==> src/hw/rtl/qme_pkg.sv <==
`timescale 1ns / 1ps
// ----------------------------------------------------------------------------
// qme_pkg: shared types and constants of the queue machine execute unit
// Holds the kind codes, the decoded command, the result record and helpers.
// ----------------------------------------------------------------------------
package qme_pkg;

    localparam int WORD_W      = 16;
    localparam int QUEUE_DEPTH = 1024;
    localparam int QPTR_W      = $clog2(QUEUE_DEPTH);
    localparam int QCNT_W      = $clog2(QUEUE_DEPTH + 1);
    localparam int REG_COUNT   = 26;
    localparam int REG_IDX_W   = 5;
    localparam int TGT_W       = 12;
    localparam int KIND_W      = 5;
    localparam int CHAR_W      = 8;

    // instruction kind codes as they arrive
    typedef enum logic [KIND_W-1:0] {
        K_NOP = 5'd0, K_HALT = 5'd1, K_ADD = 5'd2, K_SUB = 5'd3, K_MUL = 5'd4,
        K_DIV = 5'd5, K_MOD = 5'd6, K_LOAD = 5'd7, K_STORE = 5'd8,
        K_PRINT_Q = 5'd9, K_PRINT_R = 5'd10, K_CHAR_Q = 5'd11, K_CHAR_R = 5'd12,
        K_JMP = 5'd13, K_JZ = 5'd14, K_JEQ = 5'd15, K_JGT = 5'd16,
        K_PUSH_IMM = 5'd17
    } t_kind;

    // operation class seen by the back end
    typedef enum logic [2:0] {
        OP_NOP, OP_HALT, OP_ALU, OP_LOAD, OP_PUSH, OP_PRINT_Q, OP_PRINT_R, OP_JUMP
    } t_op;

    typedef enum logic [2:0] {
        ALU_ADD, ALU_SUB, ALU_MUL, ALU_DIV, ALU_MOD
    } t_alu;

    typedef enum logic [1:0] {
        JC_ALWAYS, JC_ZERO, JC_EQ, JC_GT
    } t_jcond;

    typedef enum logic [1:0] {
        ERR_NONE = 2'd0, ERR_UNDER = 2'd1, ERR_OVER = 2'd2
    } t_err;

    typedef struct packed {
        t_op                  op;
        t_alu                 alu;
        t_jcond               jcond;
        logic                 is_char;
        logic                 push_reg;
        logic [REG_IDX_W-1:0] reg_a;
        logic [REG_IDX_W-1:0] reg_b;
        logic [WORD_W-1:0]    immediate;
        logic [TGT_W-1:0]     target;
    } t_cmd;

    typedef struct packed {
        logic              branch_taken;
        logic [TGT_W-1:0]  branch_target;
        logic              print_valid;
        logic [WORD_W-1:0] print_value;
        logic              print_is_char;
        logic              halted;
        t_err              error;
    } t_res;

    // ring pointer advance with wrap
    function automatic logic [QPTR_W-1:0] qp_inc(input logic [QPTR_W-1:0] p);
        logic [QPTR_W:0] s;
        s = {1'b0, p} + 1'b1;
        if (s >= (QPTR_W+1)'(QUEUE_DEPTH))
            return '0;
        return s[QPTR_W-1:0];
    endfunction

endpackage

==> src/hw/rtl/qme_front.sv <==
`timescale 1ns / 1ps
// ----------------------------------------------------------------------------
// qme_front: instruction intake
// Decodes each kind into an operation class and holds it in a two-entry queue.
// ----------------------------------------------------------------------------
module qme_front (
    input  logic                         i_clk,
    input  logic                         i_rst_n,
    input  logic                         i_push,
    output logic                         o_full,
    input  logic [qme_pkg::KIND_W-1:0]   i_kind,
    input  logic [qme_pkg::REG_IDX_W-1:0] i_reg_a,
    input  logic [qme_pkg::REG_IDX_W-1:0] i_reg_b,
    input  logic [qme_pkg::WORD_W-1:0]   i_immediate,
    input  logic [qme_pkg::TGT_W-1:0]    i_jump_target,
    output logic                         o_cmd_valid,
    output qme_pkg::t_cmd                o_cmd,
    input  logic                         i_cmd_take
);

    qme_pkg::t_cmd r_slot [2];
    logic          r_wr;
    logic          r_rd;
    logic [1:0]    r_cnt;
    qme_pkg::t_cmd dec;
    logic          wr_en;

    // classify the kind
    always_comb begin
        dec           = '0;
        dec.op        = qme_pkg::OP_NOP;
        dec.alu       = qme_pkg::ALU_ADD;
        dec.jcond     = qme_pkg::JC_ALWAYS;
        dec.reg_a     = i_reg_a;
        dec.reg_b     = i_reg_b;
        dec.immediate = i_immediate;
        dec.target    = i_jump_target;
        unique case (qme_pkg::t_kind'(i_kind))
            qme_pkg::K_HALT:     dec.op = qme_pkg::OP_HALT;
            qme_pkg::K_ADD: begin
                dec.op  = qme_pkg::OP_ALU;
                dec.alu = qme_pkg::ALU_ADD;
            end
            qme_pkg::K_SUB: begin
                dec.op  = qme_pkg::OP_ALU;
                dec.alu = qme_pkg::ALU_SUB;
            end
            qme_pkg::K_MUL: begin
                dec.op  = qme_pkg::OP_ALU;
                dec.alu = qme_pkg::ALU_MUL;
            end
            qme_pkg::K_DIV: begin
                dec.op  = qme_pkg::OP_ALU;
                dec.alu = qme_pkg::ALU_DIV;
            end
            qme_pkg::K_MOD: begin
                dec.op  = qme_pkg::OP_ALU;
                dec.alu = qme_pkg::ALU_MOD;
            end
            qme_pkg::K_LOAD:     dec.op = qme_pkg::OP_LOAD;
            qme_pkg::K_STORE: begin
                dec.op       = qme_pkg::OP_PUSH;
                dec.push_reg = 1'b1;
            end
            qme_pkg::K_PUSH_IMM: dec.op = qme_pkg::OP_PUSH;
            qme_pkg::K_PRINT_Q:  dec.op = qme_pkg::OP_PRINT_Q;
            qme_pkg::K_CHAR_Q: begin
                dec.op      = qme_pkg::OP_PRINT_Q;
                dec.is_char = 1'b1;
            end
            qme_pkg::K_PRINT_R:  dec.op = qme_pkg::OP_PRINT_R;
            qme_pkg::K_CHAR_R: begin
                dec.op      = qme_pkg::OP_PRINT_R;
                dec.is_char = 1'b1;
            end
            qme_pkg::K_JMP:      dec.op = qme_pkg::OP_JUMP;
            qme_pkg::K_JZ: begin
                dec.op    = qme_pkg::OP_JUMP;
                dec.jcond = qme_pkg::JC_ZERO;
            end
            qme_pkg::K_JEQ: begin
                dec.op    = qme_pkg::OP_JUMP;
                dec.jcond = qme_pkg::JC_EQ;
            end
            qme_pkg::K_JGT: begin
                dec.op    = qme_pkg::OP_JUMP;
                dec.jcond = qme_pkg::JC_GT;
            end
            default:             dec.op = qme_pkg::OP_NOP;
        endcase
    end

    // command queue handshake
    assign o_full      = (r_cnt == 2'd2);
    assign o_cmd_valid = (r_cnt != 2'd0);
    assign o_cmd       = r_slot[r_rd];
    assign wr_en       = i_push && !o_full;

    always_ff @(posedge i_clk) begin
        if (!i_rst_n) begin
            r_wr  <= 1'b0;
            r_rd  <= 1'b0;
            r_cnt <= 2'd0;
        end else begin
            if (wr_en) begin
                r_wr <= ~r_wr;
            end
            if (i_cmd_take) begin
                r_rd <= ~r_rd;
            end
            r_cnt <= r_cnt + {1'b0, wr_en} - {1'b0, i_cmd_take};
        end
    end

    // command payload
    always_ff @(posedge i_clk) begin
        if (wr_en) begin
            r_slot[r_wr] <= dec;
        end
    end

endmodule

==> config.mk <==
export PLATFORM = sky130hd
export DESIGN_NAME = qme_front
export DESIGN_NICKNAME = d
export VERILOG_FILES = /design/src/hw/rtl/qme_pkg.sv /design/src/hw/rtl/qme_front.sv
export SDC_FILE = /design/constraint.sdc
export NUM_CORES = 1
export LEC_CHECK = 0
export ABC_AREA = 0
export ABC_CLOCK_PERIOD_IN_PS = 2810
export BUFFER_PORTS_ARGS = -buffer_cell sky130_fd_sc_hd__buf_2
export CORE_UTILIZATION = 55
export CTS_BUF_LIST = sky130_fd_sc_hd__clkbuf_8
export DETAILED_ROUTE_END_ITERATION = 8
export GPL_TIMING_DRIVEN = 0
export HOLD_SLACK_MARGIN = 0.12
export PLACE_DENSITY = 0.88
export SYNTH_ARGS = -nofsm -noshare
export SYNTH_HDL_FRONTEND = slang
export SYNTH_SLANG_ARGS = --single-unit
==> constraint.sdc <==
create_clock -name i_clk -period 2.81 [get_ports i_clk]
set_clock_uncertainty 0.15 [all_clocks]
set_input_delay 0.562 -clock i_clk [delete_from_list [all_inputs] [get_ports i_clk]]
set_output_delay 0.562 -clock i_clk [all_outputs]
set_load 0.02 [all_outputs]
# Word level (Yosys, flattened, before mapping)
# Memories as Yosys holds them, arrays and structs flattened. A register that Yosys moved wholly into a read port is not among the register bits.
# Index checks and enable logic that the tools add are counted.
# word_totals
wordCells	44
reg_bits	4
latchBits	0
memories	1
mem_bits_ro	0
out_inout_bits	50
inputBits	47
ram_bits	96
# op_classes
addsub	2
n_lt_le_gt_ge	0
shifts	0
n_div	0
n_eq_ne	18
n_bitwise	2
n_reduce_logical	9
n_mux	9
n_mul	0
# mem_list
name	depth	word_bits	rd	rd_ports_with_merged_regs	write_ports	line_no	source
r_slot	2	48	1	1	1	qme_front.sv:21	qme_pkg::t_cmd r_slot [2];
# ops
cell	count
equality test 5 x 4 -> 1 bit, second input constant	8
case mux 3 bit (7 select lines)	1
equality test 5 x 3 -> 1 bit, second input constant	4
case mux 3 bit (4 select lines)	1
equality test 5 x 2 -> 1 bit, second input constant	2
equality test 5 bit, second input constant	2
OR reduction 2 bit	4
2-to-1 mux 1 bit	6
case mux 2 bit (3 select lines)	1
equality test 5 x 1 -> 1 bit, second input constant	1
OR reduction 5 bit	1
OR reduction 4 bit	1
adder 2 x 1 -> 2 bit	1
equality test 2 bit, second input constant	1
inverter 1 bit	2
nonzero test 2 bit	1
subtractor 2 x 1 -> 2 bit	1
logical AND 1 bit	1
zero test 1 bit	1

# Depth between registers and ports, before layout
# Gate-level depths: netlist (run 1).
# depth
ltp_word	5
depth_mapped	8
mapped_depth_nobuf	8

# Worst setup path after synthesis (run 1)
# No wires, ideal clock.
# synth_path
kind	input-to-reg
start	input i_push
end	memory r_slot[0][0] (netlist bit), enable pin
t_arrival_ps	1899
path_stages	3
required_ps	2258
slack_ps	358
path_buffers	0
setup_ps	402
cell_sequence	inv_1 -> or3_1 -> inv_1
# synth_between
elab_chain_len	3
# synth_rtl
element	line_no	source
start: declaration	qme_front.sv:9	input logic i_push,
logical AND 1 bit	qme_front.sv:97	assign wr_en = i_push && !o_full;
2-to-1 mux 1 bit	qme_front.sv:117	if (wr_en) begin
2-to-1 mux 1 bit (not written as such)	qme_front.sv:118	r_slot[r_wr] <= dec;
end: declaration	qme_front.sv:21	
# No other way between the ends.

==> results of run 1 <==
[registers in the layout, summed over array words and instances, names as in the netlist, named ones only]
signal / flops
r_slot: 96
r_rd: 1
r_cnt: 2
r_wr: 1
[path summary, 6_finish.rpt]
kind | start | end | slack, ns
max | register | o_cmd[37] | 0.31
min | i_jump_target[0] | r_slot[1][0] | 0.24
max reg2reg | r_cnt[0] | r_slot[0][33] | 0.82
min reg2reg | r_rd | register | 0.38
[cell usage after synthesis]
master	count
or4b_4	1
nand3b_1	1
o22ai_1	2
xor2_1	1
edfxtp_1	96
dfxtp_1	5
a21oi_1	5
xnor2_1	2
nor4_1	2
and3_1	1
inv_2	1
clkbuf_1	1
nand2_1	5
buf_6	1
inv_1	4
nor2_1	6
or2_1	1
or3_1	2
ha_1	2
nor4b_1	2
nor3_1	1
or2_2	1
and2_1	2
mux2_1	48
buf_2	6
o21ai_0	1
nand2b_1	2
mux2i_1	1
[layout make-up]
class	instances	area, µm²
well taps	80	100
flip-flops and latches	101	2980
repair buffers	96	510
clock inverters	7	55.1
multi-input cells	89	800
clock buffers	9	124
plain buffers	8	45.0
fillers	466	2120
inverters	5	18.8
[logic make-up (layout without fill, tap and decap cells)]
kind of cell	Yosys count	after routing	synth area share [%]
xor gates and xnor gates	3	3	0.683
muxes	49	49	14.3
adders and majority gates	2	2	0.651
and+or+nand+nor	27	27	4.00
buffers and inverters	13	125	1.66
DFF	101	101	77.6
AOI/OAI and AO/OA	8	8	1.11
[power by group]
group | switching, µW | leakage [µW] | internal [µW] | total (µW)
logic | 359 | 0.000751 | 208 | 567
registers | 33.0 | 0.000944 | 1810 | 1850
clock network | 494 | 0.0000939 | 335 | 829
[critical path: cells and delay by family, from the launching register on]
kind,cells,cell delay (ns)
buf+inv,3,0.73
flops,1,0.36
mux,1,0.35
[through the flow]
stage	util (%)	hold slack, ns	instances
2_1_floorplan	-	0.308	203
3_3_place_gp	65.4	0.319	377
3_5_place_dp	66.0	0.356	379
4_1_cts	68.6	0.224	395
5_1_grt	68.6	0.221	395
6_report	68.6	0.244	395
[metal layers]
layer / track usage [%] / up-vias / wire length, µm
met5: 0 / - / 0
met4: 5.91 / 0 / 68
met3: 5.68 / 6 / 391
met2: 29.2 / 76 / 3110
met1: 21.2 / 1008 / 2550
li1: - / 995 / -
==> flow_metrics.py, run 1 <==
metrics = {
    "clocking": {
        "htreeDepth": 3,
        "cts_tree": "yes",
        "clkTransAtPathRegs_ns": 0.10,
        "cts_buffers": 9,
        "cts_resized": 0,
        "clk_latency_ns": 0.34,
        "root_buffer": "clkbuf_8",
        "post_cts_buffers": 0,
        "hold_buffers": 0,
        "clockBufferDepth": 2,
        "cts.sinks": 101,
    },
    "critical_path": {
        "end_kind": "output port",
        "path_class": "reg -> out",
        "cp_max_fo": 10,
        "crit_arrival_ns": 1.78,
        "crit_top_cell": "buf_2",
        "path_cells": "buf_2 > buf_2 > mux2_1 > buf_2",
        "cp_slowest_stage_delay_ns": 0.36,
        "slowest_stage": "dfxtp_1",
        "reg2reg_depth": 5,
        "cp.required_ns": 2.10,
        "cp-start-kind": "register",
    },
    "synthesis": {
        "syn_inst": 203,
        "yosysSeqAreaShare_pct": 77.6,
        "ys_types": 28,
        "yosysTopAreaCell": "edfxtp_1",
        "syn_area_um2": 3840,
        "syn_avg_cell_area_um2": 18.9,
        "synth-seq-cells": 101,
        "yosys-top-cells-area": "edfxtp_1 75%, mux2_1 14%, dfxtp_1 2.6%",
        "synth_top_area_share_pct": 75.0,
        "yosysWarnings": 0,
        "synthesis.nets": 252,
    },
    "finish": {
        "drive_gt1_share_pct": 39.0,
        "layout_common_cells": "100 x buf_2, 96 x edfxtp_1, 48 x mux2_1",
        "diodes": 0,
        "final_common_cell": "buf_2",
        "nets": 359,
        "postLayoutCellArea_um2": 4640,
        "area_delta_synth_final_pct": 20.6,
    },
    "sta": {
        "relSlewSlack_pct": 68.2,
        "setup_tns_ns": 0,
        "final.period_utilization_pct": 88.8,
        "setup_viol": 0,
        "rsz0062_at_grt": "no",
        "fin_crit_ns": 2.50,
        "slew_viol_final": 0,
        "worst_slew_pin_slew_ns": 0.478,
        "max_freq_mhz": 401,
        "hold_viol": 0,
        "worst_slack_ns": 0.313,
    },
    "drt": {
        "drc": 0,
        "wl_per_cell_um": 15.5,
        "dr_total_vias": 2085,
        "firstDrtPassIters": 4,
        "antenna_left": 0,
        "drt_first_iter_violations": 101,
        "vias_per_cell": 5.28,
        "totalWireLength_um": 6120,
    },
    "power_and_ir_drop": {
        "power_uw": 3240,
        "power_density_nw_per_um2": 699,
        "p_leak_uw": 0.00179,
        "ir_worst_vdd_uv": 412,
    },
    "hold_path": {
        "hold_path_depth": 1,
        "min_path_type": "in -> reg",
    },
    "floorplan": {
        "fp.dieArea_um2": 7330,
        "fp-row-count": 30,
        "pin_count": 97,
        "floorplan.initialDensity_pct": 56.9,
        "core_um2": 6760,
        "die_w_um": 85.6,
        "die_h_um": 85.6,
    },
    "global_route": {
        "grt_pass1_vias": 2019,
        "grt_max_degree": 33,
        "grt_usage_pct": 17.3,
        "grt_pass1_wl_um": 9350,
        "grt_overflow_total": 0,
        "antenna_found_initial": 0,
    },
    "flow_run": {
        "drv_cap": 0,
    },
    "place": {
        "portBuffers": 94,
        "place_hpwl_um": 4300,
        "gp_congestion": 0.706,
        "placed_area_um2": 4460,
        "dp_slack_ns": 0.614,
    },
    "status": {
        "status": "finished, final reports clean",
    },
}
No activity file was read; power rests on OpenSTA's default activity.
==> run 2, diff against run 1 <==
--- a/config.mk
+++ b/config.mk
@@ -8,6 +8,7 @@
 export ABC_AREA = 0
 export ABC_CLOCK_PERIOD_IN_PS = 2810
 export BUFFER_PORTS_ARGS = -buffer_cell sky130_fd_sc_hd__buf_2
+export CORE_MARGIN = 8
 export CORE_UTILIZATION = 55
 export CTS_BUF_LIST = sky130_fd_sc_hd__clkbuf_8
 export DETAILED_ROUTE_END_ITERATION = 8
==> run 2 against run 1 <==
  * Clock power rose by 14%
  * Worst setup slack lost 0.012 ns
  * Flip-flop and latch count is the same
  * Via count fell by 1.5%
  * Global-route usage decreased by 3.7 points
  * Wire length rose by 8.2%
  * Register-to-register slack lost 0.08 ns
  * Fmax decreased by 0.48%
  * Sequential power about the same
  * Final cell count increased by 4.1%
  * Sequential share of layout area decreased by 0.76 points
==> flow_metrics.py, run 2 (synthesis results as in run 1) <==
metrics = {
    "sta": {
        "fin_crit_ns": 2.51,
        "worst_slack_ns": 0.301,
        "slew_viol_final": 0,
        "relSlewSlack_pct": 56.8,
        "rsz0062_at_grt": "no",
        "whs_ns": 0.246,
        "max_freq_mhz": 399,
        "hold_viol": 0,
        "worst_slew_pin_slew_ns": 0.648,
        "final.period_utilization_pct": 89.3,
        "setup_viol": 0,
    },
    "place": {
        "dp.cells": 395,
        "dp_slack_ns": 0.504,
        "place_hpwl_um": 4680,
        "portBuffers": 94,
        "placed_area_um2": 4480,
        "gp_congestion": 0.683,
    },
    "critical_path": {
        "cp_max_fo": 10,
        "path_cells": "buf_2 > buf_2 > mux2_1 > buf_2",
        "path_class": "reg -> out",
        "cp.required_ns": 2.10,
        "slowest_stage": "mux2_1",
        "end_kind": "output port",
        "reg2reg_depth": 5,
        "setup.worst_path.end": "o_cmd[41]",
        "cp_slowest_stage_delay_ns": 0.37,
        "r2r-end": "r_slot[0][17]",
        "crit_top_cell": "buf_2",
        "crit_arrival_ns": 1.80,
        "cp-start-kind": "register",
        "r2r_setup_slack_ns": 0.74,
        "rr_startpoint": "r_cnt[0]",
    },
    "power_and_ir_drop": {
        "power_uw": 3360,
        "power_density_nw_per_um2": 717,
        "p_leak_uw": 0.00180,
        "ir_worst_vdd_uv": 409,
    },
    "finish": {
        "layout_common_cells": "100 x buf_2, 96 x edfxtp_1, 48 x mux2_1",
        "top_regs": "r_slot x96, r_cnt x2",
        "final_common_cell": "buf_2",
        "postLayoutCellArea_um2": 4690,
        "fin_cells": 411,
        "nets": 359,
        "drive_gt1_share_pct": 38.7,
        "regMostFlops": "r_slot",
        "largest_register_ffs": 96,
        "area_delta_synth_final_pct": 22.0,
        "diodes": 0,
    },
    "clocking": {
        "cts_tree": "yes",
        "post_cts_buffers": 0,
        "clk_latency_ns": 0.34,
        "clkTransAtPathRegs_ns": 0.09,
        "htreeDepth": 3,
        "cts_buffers": 9,
        "clockBufferDepth": 2,
        "cts_resized": 0,
        "root_buffer": "clkbuf_8",
        "hold_buffers": 0,
        "cts.sinks": 101,
    },
    "global_route": {
        "grt_pass1_vias": 2172,
        "grt_pass1_wl_um": 10400,
        "grt_max_degree": 26,
        "grt_overflow_total": 0,
        "antenna_found_initial": 0,
        "grt_usage_pct": 13.6,
    },
    "drt": {
        "firstDrtPassIters": 4,
        "wl_per_cell_um": 16.1,
        "totalWireLength_um": 6620,
        "vias_per_cell": 5.00,
        "dr_total_vias": 2053,
        "dr_wl_met3_um": 433,
        "antenna_left": 0,
        "drt_first_iter_violations": 100,
        "dr_wl_met2_um": 3390,
        "drc": 0,
        "met1_length_um": 2710,
        "dr.max_layer_used": "met4",
    },
    "floorplan": {
        "pin_count": 97,
        "fp.dieArea_um2": 9920,
        "core_um2": 6790,
        "die_h_um": 99.6,
        "floorplan.initialDensity_pct": 56.6,
        "fp-row-count": 30,
        "die_w_um": 99.6,
    },
    "flow_run": {
        "drv_cap": 0,
    },
    "status": {
        "status": "finished, final reports clean",
    },
    "hold_path": {
        "min_path_type": "in -> reg",
    },
}
run 2: worst min path at each step:
| stage | startpoint | to | cells past startpoint |
|---|---|---|---|
| detailed placement | r_wr | r_wr | 2 |
| floorplan | r_wr | r_wr | 2 |
| global placement | r_wr | r_wr | 2 |
| CTS | i_reg_b[3] | r_slot[1][31] | 1 |
| finish | i_immediate[12] | r_slot[0][24] | 1 |
| global route | i_jump_target[1] | r_slot[0][1] | 1 |
run 2: area by class of cell:
| type | count | area [µm²] |
|---|---|---|
| clock inverters | 7 | 90.1 |
| well taps | 96 | 120 |
| plain buffers | 8 | 45.0 |
| repair buffers | 96 | 510 |
| flip-flops and latches | 101 | 2980 |
| inverters | 5 | 18.8 |
| fillers | 477 | 2100 |
| multi-input cells | 89 | 800 |
| clock buffers | 9 | 124 |
run 2: layer usage:
| metal | global-route usage, % | vias up |
|---|---|---|
| met5 | 0 | - |
| met4 | 5.94 | 0 |
| met3 | 4.96 | 10 |
| met2 | 23.5 | 74 |
| met1 | 14.8 | 981 |
| li1 | - | 988 |
run 2: per-stage QoR:
step                      setup TNS (ns)  util, %
after global placement            -21.04     65.3
after global routing                   0     69.0
final                                  0     69.0
after detailed placement               0     65.9
after CTS                              0     69.0
after floorplan                        0        -
run 2: power breakdown:
| part | switching (µW) | internal (µW) |
|---|---|---|
| Clock | 452 | 497 |
| Sequential | 33.0 | 1810 |
| Combinational | 361 | 208 |
run 2: critical path: cells and delay by family, from the launching register on:
family / cells / cell delay [ns]
multiplexers: 1 / 0.37
flip-flops: 1 / 0.35
buffers and inverters: 3 / 0.73
